--- config.mk ---
export PLATFORM = sky130hd
export DESIGN_NAME = xepf_ctrl
export DESIGN_NICKNAME = d
export VERILOG_FILES = /design/src/hdl/xepf_pkg.sv /design/src/hdl/xepf_ctrl.sv
export SDC_FILE = /design/constraint.sdc
export NUM_CORES = 1
export LEC_CHECK = 0
export BUFFER_PORTS_ARGS = -buffer_cell sky130_fd_sc_hd__buf_2
export CORE_MARGIN = 5
export CORE_UTILIZATION = 42
export DETAILED_ROUTE_END_ITERATION = 10
export PLACE_DENSITY = 0.68
export SLEW_MARGIN = 20
export SYNTH_ARGS = -nofsm -noshare
export SYNTH_HDL_FRONTEND = slang
export SYNTH_SLANG_ARGS = --single-unit
--- constraint.sdc ---
create_clock -name clk -period 1.4 [get_ports clk]
set_input_delay 0.07 -clock clk [delete_from_list [all_inputs] [get_ports clk]]
set_output_delay 0.07 -clock clk [all_outputs]
set_load 0.01 [all_outputs]
--- src/hdl/xepf_pkg.sv ---
// ----------------------------------------------------------------------------
// xepf_pkg: shared types and constants for the polygon edge fill unit
// Mode codes and the command and status bundles between controller and
// datapath.
// ----------------------------------------------------------------------------
package xepf_pkg;

  localparam logic [1:0] MODE_EDGE  = 2'd0;
  localparam logic [1:0] MODE_CLEAR = 2'd1;
  localparam logic [1:0] MODE_READ  = 2'd2;
  localparam logic [1:0] MODE_NOP   = 2'd3;

  typedef struct packed {
    logic load;       // capture request fields
    logic div_start;  // start slope division
    logic row_read;   // issue map row read
    logic row_write;  // write back row with span bits inverted
    logic row_step;   // advance running x and row
    logic clr_step;   // clear one row, advance clear counter
    logic clr_start;  // reset clear counter
    logic word_read;  // issue map word read
  } xepf_cmd_t;

  typedef struct packed {
    logic horiz;      // edge is horizontal
    logic div_done;   // slope ready
    logic rows_done;  // current row reached last row
    logic clr_done;   // last row cleared
  } xepf_stat_t;

endpackage

--- src/hdl/xepf_ctrl.sv ---
// ----------------------------------------------------------------------------
// xepf_ctrl: controller state machine
// Sequences edge division and row read-modify-write, map clearing, reads,
// and the output register handshake.
// ----------------------------------------------------------------------------
module xepf_ctrl (
  input  logic                 clk,
  input  logic                 rst,
  input  logic                 in_valid,
  input  logic [1:0]           in_mode,
  output logic                 in_stall,
  output logic                 out_valid,
  input  logic                 out_stall,
  input  xepf_pkg::xepf_stat_t stat,
  output xepf_pkg::xepf_cmd_t  cmd,
  output logic [1:0]           out_mode
);

  localparam logic [3:0] S_IDLE  = 4'd0;
  localparam logic [3:0] S_DISP  = 4'd1;
  localparam logic [3:0] S_DIV   = 4'd2;
  localparam logic [3:0] S_RD    = 4'd3;
  localparam logic [3:0] S_WAIT  = 4'd4;
  localparam logic [3:0] S_WR    = 4'd5;
  localparam logic [3:0] S_CLR   = 4'd6;
  localparam logic [3:0] S_WRD   = 4'd7;
  localparam logic [3:0] S_WRD2  = 4'd8;
  localparam logic [3:0] S_OUT   = 4'd9;
  localparam logic [3:0] S_RCLR  = 4'd10;

  logic [3:0] state;
  logic [3:0] state_next;
  logic [1:0] mode;

  assign in_stall  = (state != S_IDLE);
  assign out_valid = (state == S_OUT);
  assign out_mode  = mode;

  always_comb begin
    state_next = state;
    cmd = '0;
    case (state)
      S_IDLE: begin
        if (in_valid) begin
          cmd.load = 1'b1;
          state_next = S_DISP;
        end
      end
      S_DISP: begin
        case (mode)
          xepf_pkg::MODE_EDGE: begin
            if (stat.horiz) begin
              state_next = S_OUT;
            end else begin
              cmd.div_start = 1'b1;
              state_next = S_DIV;
            end
          end
          xepf_pkg::MODE_CLEAR: begin
            cmd.clr_start = 1'b1;
            state_next = S_CLR;
          end
          xepf_pkg::MODE_READ: begin
            cmd.word_read = 1'b1;
            state_next = S_WRD;
          end
          default: state_next = S_OUT;
        endcase
      end
      S_DIV: begin
        if (stat.div_done) begin
          state_next = S_RD;
        end
      end
      S_RD: begin
        if (stat.rows_done) begin
          state_next = S_OUT;
        end else begin
          cmd.row_read = 1'b1;
          state_next = S_WAIT;
        end
      end
      S_WAIT: state_next = S_WR;
      S_WR: begin
        cmd.row_write = 1'b1;
        cmd.row_step = 1'b1;
        state_next = S_RD;
      end
      S_CLR: begin
        cmd.clr_step = 1'b1;
        if (stat.clr_done) begin
          state_next = S_OUT;
        end
      end
      // clearing pass after reset, no result
      S_RCLR: begin
        cmd.clr_step = 1'b1;
        if (stat.clr_done) begin
          state_next = S_IDLE;
        end
      end
      S_WRD: state_next = S_WRD2;
      S_WRD2: state_next = S_OUT;
      S_OUT: begin
        if (!out_stall) begin
          state_next = S_IDLE;
        end
      end
      default: state_next = S_IDLE;
    endcase
  end

  always_ff @(posedge clk) begin
    if (rst) begin
      state <= S_RCLR;
    end else begin
      state <= state_next;
    end
  end

  always_ff @(posedge clk) begin
    if (cmd.load) begin
      mode <= in_mode;
    end
  end

  // a row write always follows its read
  a_wr_after_rd: assert property (@(posedge clk) disable iff (rst)
    (state == S_WR) |-> $past(state) == S_WAIT)
    else $error("row write without read");
  a_out_hold: assert property (@(posedge clk) disable iff (rst)
    (out_valid && out_stall) |=> out_valid)
    else $error("result dropped while stalled");
  a_no_accept_busy: assert property (@(posedge clk) disable iff (rst)
    (state != S_IDLE) |-> in_stall)
    else $error("request accepted while busy");

endmodule

==> impl_metrics.sql, run 1 <==
INSERT INTO impl_metrics (metric_group, metric, value, unit) VALUES
('finish', 'area_growth_syn_to_layout', '68.8', '%'),
('clock_tree', 'clk_transition_reported_paths', '0.05', 'ns'),
('worst_setup_path', 'crit_path_kind', 'reg -> reg', ''),
('drt', 'routed_wire_length_per_instance', '17.5', 'µm'),
('drt', 'post_drt_via_cell_ratio', '5.69', ''),
('clock_tree', 'cts_sinks', '6', ''),
('synth', 'syn_area_per_cell', '7.86', 'µm²'),
('synth', 'mappedNetlistNets', '91', ''),
('timing', 'rsz0062_at_grt', 'true', ''),
('synth', 'synth.ff_latch_count', '6', ''),
('clock_tree', 'max-clock-path-buffers', '2', ''),
('timing', 'timing.final.setup_violations', '6', ''),
('synth', 'synthArstFlopShare', '0', ''),
('synth', 'synth.distinct_cells', '34', ''),
('grt', 'grt_pass1_wl', '3320', 'µm'),
('worst_setup_path', 'cp.arrival', '1.65', 'ns'),
('synth', 'synth.most_common_cell', 'sky130_fd_sc_hd__nand2b_1', ''),
('finish', 'fin_nets', '134', ''),
('timing', 'final_period_minus_worst_setup_slack', '1.51', 'ns'),
('run_status', 'violations', 'negative setup slack', ''),
('synth', 'synth_area_leaders', 'sky130_fd_sc_hd__dfxtp_1, sky130_fd_sc_hd__edfxtp_1, sky130_fd_sc_hd__ha_1', ''),
('worst_setup_path', 'timing.critical_path.max_delay_family', 'compound AO/OA/AOI/OAI gates', ''),
('worst_setup_path', 'critical_path_buf_inv_count', '1', ''),
('drt', 'finalWirelength', '2350', 'µm'),
('finish', 'antenna_cell_count', '0', ''),
('synth', 'syn-instance-count', '77', ''),
('grt', 'first_global_vias', '753', ''),
('hold_path', 'worstHoldPathType', 'in -> reg', ''),
('timing', 'timing.fmax', '0.663', 'GHz'),
('placement', 'placement.io_buffers', '21', ''),
('synth', 'yosys-top-cells-count', 'sky130_fd_sc_hd__nand2b_1, sky130_fd_sc_hd__a21oi_1, sky130_fd_sc_hd__inv_1, sky130_fd_sc_hd__nor2_1', ''),
('floorplanning', 'floorplan.die.height', '48.0', 'µm'),
('timing', 'share_of_the_clock_period_used_by_the_worst_path', '1.08', ''),
('placement', 'dpl-instance-area', '803', 'µm²'),
('finish', 'drive_above_1_share', '0.613', ''),
('worst_setup_path', 'endpoint_kind', 'register', ''),
('worst_setup_path', 'critical_path_cell_count', '6', ''),
('pwr', 'power.density', '1440', 'mW/mm²'),
('placement', 'place.detailed.instances', '121', ''),
('finish', 'layout.filler_cells', '86', ''),
('pwr', 'clock_share_of_power', '0.117', ''),
('clock_tree', 'insertion_delay', '0.24', 'ns'),
('grt', 'initial_antenna_violation_count', '0', ''),
('finish', 'reg_area', '150', 'µm²'),
('timing', 'timing_max_transition_violations_final', '0', ''),
('timing', 'tightestPinTransition', '0.303', 'ns'),
('timing', 'setup_ws', '-0.109', 'ns'),
('synth', 'synth_top_area_share', '0.132', ''),
('clock_tree', 'numCtsBuffers', '3', ''),
('placement', 'detailed_place_hpwl', '1260', 'µm'),
('run_status', 'run_status', 'finished, violations left', ''),
('synth', 'synth.cell_area', '606', 'µm²'),
('pwr', 'p_seq_frac', '0.234', ''),
('floorplanning', 'horiz_die_dim', '48.0', 'µm'),
('clock_tree', 'cts.root.buffer_cell', 'sky130_fd_sc_hd__clkbuf_4', ''),
('drt', 'ant_nets', '0', ''),
('grt', 'grt_util_all_layers', '0.207', ''),
('timing', 'final-hold-violation-count', '0', ''),
('pwr', 'worst_ir_drop_vdd', '1.04', 'mV'),
('placement', 'gp_congestion', '0.797', ''),
('worst_setup_path', 'rr_worst_depth', '6', ''),
('worst_setup_path', 'crit_path_top_delay_cell', 'sky130_fd_sc_hd__edfxtp_1', ''),
('job', 'number_of_max_cap_violations', '0', ''),
('pwr', 'cellLeakagePower', '0.469', 'nW'),
('floorplanning', 'number_of_cell_rows', '13', ''),
('drt', 'dr_total_vias', '763', ''),
('floorplanning', 'boundaryPins', '22', ''),
('timing', 'slew_headroom', '0.798', ''),
('worst_setup_path', 'critical_path_required', '1.54', 'ns'),
('finish', 'post_layout_nonfiller_instances', '134', ''),
('pwr', 'cellInternalPower', '0.000796', 'W');
## layer usage
| metal | wire, µm | vias up | track usage |
|---|---|---|---|
| met5 | 0 | - | 0 |
| met1 | 864 | 355 | 0.226 |
| met2 | 1270 | 30 | 0.393 |
| li1 | - | 366 | - |
| met3 | 139 | 12 | 0.0526 |
| met4 | 74 | 0 | 0.0484 |
## through the flow
stage	util	power, W	TNS, ns	hold WS [ns]
6_report	0.766	0.00147	-0.325	0.113
3_5_place_dp	0.602	0.00100	-0.337	0.251
2_1_floorplan	-	0.000760	-0.121	0.168
4_1_cts	0.714	0.00130	-0.276	0.0603
5_1_grt	0.766	0.00157	-0.764	0.108
3_3_place_gp	0.602	0.000994	-0.200	0.247
## path summary, 6_finish.rpt
path | to | from | slack (ns)
setup reg to reg | state[1] | out_mode[1] | -0.11
hold reg to reg | state[1] | state[3] | 0.70
hold / removal | state[0] | rst | 0.11
setup / recovery | state[1] | out_mode[1] | -0.11
## worst reg2reg max path: stages (launching register included)
cell	delay, ns
sky130_fd_sc_hd__edfxtp_1	0.41
sky130_fd_sc_hd__inv_2	0.11
sky130_fd_sc_hd__ha_4	0.16
sky130_fd_sc_hd__nand2b_4	0.07
sky130_fd_sc_hd__a2111oi_4	0.39
sky130_fd_sc_hd__a211oi_2	0.07
sky130_fd_sc_hd__o31ai_1	0.20
## state kept, by name, summed over array words and instances (netlist names)
register / count
state: 4
out_mode: 2
## layout make-up
| class | instances | share of cell area |
|---|---|---|
| clock buffer | 4 | 0.0257 |
| sequential | 6 | 0.147 |
| multi-input combinational | 59 | 0.499 |
| inverter | 6 | 0.0245 |
| tap | 15 | 0.0184 |
| timing repair buffer | 44 | 0.285 |
## repair_timing
| action | in CTS | in global routing |
|---|---|---|
| endpoints found under the hold margin | 2 | 0 |
| gates resized for setup | 23 | 10 |
| pin swaps | 7 | 5 |
| buffers inserted | 3 | 4 |
| hold buffers | 2 | 0 |
| setup endpoints to repair | 12 | 12 |
## placed cells by master (no fill, tap or decap), types with 4 or more instances in the layout
master / instances
sky130_fd_sc_hd__and3_1: 4
sky130_fd_sc_hd__buf_2: 22
sky130_fd_sc_hd__buf_4: 17
sky130_fd_sc_hd__nand2_1: 4
sky130_fd_sc_hd__nand2b_1: 4
sky130_fd_sc_hd__nor2_1: 4
## kinds of logic after synthesis
group / after synthesis / share of synthesized area
and+or+nand+nor: 30 / 0.293
adders and majority gates: 4 / 0.0826
DFF: 6 / 0.231
muxes: 2 / 0.0351
AOI/OAI and AO/OA: 23 / 0.258
buffers and inverters: 12 / 0.0992
## power by group through the flow
stage	Clock (W)	Combinational (W)	Sequential, W
floorplan	0	0.000504	0.000255
global placement	0	0.000678	0.000315
detailed placement	0	0.000686	0.000315
CTS	0.000179	0.000783	0.000334
global route	0.000190	0.00102	0.000358
finish	0.000172	0.000953	0.000343
Note: power is estimated with default switching activity, not from simulation.
==> run 2: changes to the inputs <==
--- a/config.mk
+++ b/config.mk
@@ -14,3 +14,4 @@
 export SYNTH_ARGS = -nofsm -noshare
 export SYNTH_HDL_FRONTEND = slang
 export SYNTH_SLANG_ARGS = --single-unit
+export TNS_END_PERCENT = 50
==> run 2 against run 1 <==
The flow still finishes with violations (negative setup slack). Sequential power increased by 7.6%. Combinational power decreased by 6.8%. Core utilization decreased by 2.7 points. Count of clock-buffer cells in the layout unchanged. Total power decreased by 1.6%. Die area unchanged. Non-clock buffer count decreased by 5. Sequential cell count unchanged. Critical path depth unchanged. Largest cell class unchanged.
==> impl_metrics.sql, run 2 (same netlist as run 1, synthesis figures left out) <==
INSERT INTO impl_metrics (metric_group, metric, value, unit) VALUES
('worst_setup_path', 'cp.arrival', '1.70', 'ns'),
('finish', 'top_register', 'state', ''),
('timing', 'tightestPinTransition', '0.393', 'ns'),
('worst_setup_path', 'crit_path_kind', 'reg -> reg', ''),
('worst_setup_path', 'crit_start', 'out_mode[1]', ''),
('run_status', 'violations', 'negative setup slack', ''),
('timing', 'final-hold-violation-count', '0', ''),
('worst_setup_path', 'endpoint_kind', 'register', ''),
('floorplanning', 'number_of_cell_rows', '13', ''),
('pwr', 'clock_share_of_power', '0.130', ''),
('timing', 'setup_ws', '-0.169', 'ns'),
('drt', 'detail_route.drc_violations', '0', ''),
('drt', 'finalWirelength', '2070', 'µm'),
('worst_setup_path', 'critical_path_required', '1.54', 'ns'),
('worst_setup_path', 'rrSetupSlack', '-0.17', 'ns'),
('finish', 'drive_above_1_share', '0.623', ''),
('timing', 'timing.final.setup_violations', '5', ''),
('clock_tree', 'max-clock-path-buffers', '2', ''),
('finish', 'highest_count_cells_in_the_layout_ignoring_fill_and_taps', 'sky130_fd_sc_hd__buf_2, sky130_fd_sc_hd__buf_4', ''),
('pwr', 'combinationalPowerShare', '0.614', ''),
('worst_setup_path', 'r2r-start', 'out_mode[1]', ''),
('finish', 'antenna_cell_count', '0', ''),
('finish', 'flip_flop_count_of_the_largest_register_after_layout', '4', ''),
('clock_tree', 'numCtsBuffers', '3', ''),
('timing', 'timing_max_transition_violations_final', '0', ''),
('pwr', 'worst_ir_drop_vdd', '1.35', 'mV'),
('worst_setup_path', 'timing.critical_path.fanout_max', '2', ''),
('timing', 'share_of_the_clock_period_used_by_the_worst_path', '1.12', ''),
('pwr', 'cellInternalPower', '0.000766', 'W'),
('clock_tree', 'clk_transition_reported_paths', '0.06', 'ns'),
('floorplanning', 'boundaryPins', '22', ''),
('worst_setup_path', 'worst_r2r_endpoint', 'state[1]', ''),
('grt', 'grt_util_all_layers', '0.199', ''),
('drt', 'detail_route.first_pass.iterations', '4', ''),
('pwr', 'net-switching-power', '0.000680', 'W'),
('run_status', 'run_status', 'finished, violations left', ''),
('pwr', 'power.density', '1470', 'mW/mm²'),
('clock_tree', 'cts_htree_levels', '1', ''),
('worst_setup_path', 'startpoint_type', 'register', ''),
('pwr', 'cellLeakagePower', '0.449', 'nW'),
('grt', 'grt_max_degree', '13', ''),
('placement', 'gp_congestion', '0.805', ''),
('floorplanning', 'core_area', '0.00133', 'mm²'),
('job', 'number_of_max_cap_violations', '0', ''),
('floorplanning', 'initial_core_util', '0.454', ''),
('timing', 'final_period_minus_worst_setup_slack', '1.57', 'ns'),
('finish', 'layout.filler_cells', '96', ''),
('timing', 'timing.fmax', '0.637', 'GHz'),
('grt', 'initial_antenna_violation_count', '0', ''),
('drt', 'post_drt_via_cell_ratio', '5.55', ''),
('grt', 'grt.overflow.total', '0', ''),
('finish', 'layout_commonest_cell', 'sky130_fd_sc_hd__buf_2', ''),
('floorplanning', 'floorplan.die.height', '48.0', 'µm'),
('pwr', 'p_seq_frac', '0.256', ''),
('drt', 'dr_total_vias', '716', ''),
('worst_setup_path', 'rr_worst_depth', '6', ''),
('timing', 'slew_headroom', '0.737', ''),
('pwr', 'p_sw_frac', '0.470', ''),
('placement', 'detailed_place_hpwl', '1380', 'µm'),
('clock_tree', 'cts_sinks', '6', ''),
('worst_setup_path', 'worstSetupEndpoint', 'state[1]', ''),
('grt', 'grt_pass1_wl', '3160', 'µm'),
('timing', 'skew_final', '0.0250', 'ns'),
('floorplanning', 'horiz_die_dim', '48.0', 'µm'),
('placement', 'placement.io_buffers', '21', ''),
('placement', 'place.detailed.instances', '121', ''),
('clock_tree', 'insertion_delay', '0.27', 'ns'),
('finish', 'finalInstanceArea', '986', 'µm²'),
('finish', 'post_layout_nonfiller_instances', '129', ''),
('floorplanning', 'die_area', '0.00230', 'mm²'),
('drt', 'routed_wire_length_per_instance', '16.1', 'µm'),
('hold_path', 'worstHoldPathType', 'in -> reg', ''),
('grt', 'first_global_vias', '722', ''),
('clock_tree', 'cts.root.buffer_cell', 'sky130_fd_sc_hd__clkbuf_4', ''),
('timing', 'timing.hold.ws', '0.0577', 'ns'),
('finish', 'area_growth_syn_to_layout', '62.8', '%'),
('clock_tree', 'tritoncts_clock_tree', 'built', ''),
('drt', 'detail_route.iter0.violations', '20', ''),
('timing', 'rsz0062_at_grt', 'true', ''),
('placement', 'dpl-instance-area', '803', 'µm²'),
('finish', 'fin_nets', '129', ''),
('drt', 'ant_nets', '0', '');
[run 2: worst min-delay path by stage]
stage	slack [ns]	startpoint	depth (start not counted)	endpoint
after floorplan	0.17	rst	2	state[1]
after global placement	0.25	in_mode[0]	1	out_mode[0]
after detailed placement	0.25	in_mode[0]	1	out_mode[0]
after CTS	0.05	rst	2	state[0]
after global routing	0.06	rst	2	state[0]
final	0.06	rst	2	state[0]
[run 2: power groups by stage]
stage / Sequential, W / Combinational [W] / Clock (W)
after floorplan: 0.000255 / 0.000504 / 0
final: 0.000369 / 0.000888 / 0.000188
after global placement: 0.000325 / 0.000685 / 0
after global routing: 0.000380 / 0.000969 / 0.000207
after detailed placement: 0.000325 / 0.000701 / 0
after CTS: 0.000332 / 0.000764 / 0.000188
[run 2: what timing repair did]
item / in CTS / in global routing
pin swaps: 6 / 6
cloned: 0 / 0
hold buffers: 2 / 0
setup buffers: 2 / 0
hold endpoints to repair: 2 / 0
endpoints found under the setup margin: 12 / 11
resized for setup: 13 / 21
[run 2: critical path: stages, from the launching register on]
cell	delay [ns]
sky130_fd_sc_hd__edfxtp_1	0.43
sky130_fd_sc_hd__inv_2	0.10
sky130_fd_sc_hd__ha_4	0.15
sky130_fd_sc_hd__nand2b_4	0.07
sky130_fd_sc_hd__a2111oi_4	0.37
sky130_fd_sc_hd__a211oi_2	0.08
sky130_fd_sc_hd__o31ai_2	0.23
[run 2: per-stage QoR]
step                power, W  setup WS [ns]  utilization  setup TNS, ns
finish               0.00145         -0.169        0.739         -0.501
global route         0.00156         -0.249        0.739          -1.02
CTS                  0.00128         -0.220        0.680         -0.864
detailed placement   0.00103         -0.200        0.602         -0.535
global placement     0.00101         -0.184        0.602         -0.345
floorplan           0.000760        -0.0617            -         -0.121
[run 2: area by class of cell]
type	count	area, µm²	share of cell area
multi-input cells	59	517	0.524
repair buffers	39	249	0.253
inverters	6	25.0	0.0254
well taps	15	18.8	0.0190
flip-flops and latches	6	150	0.152
clock buffers	4	26.3	0.0266
[run 2: layer usage]
metal / track usage / wire [µm]
met3: 0.0827 / 110
met4: 0.0430 / 0
met1: 0.228 / 840
met2: 0.346 / 1120
met5: 0 / 0
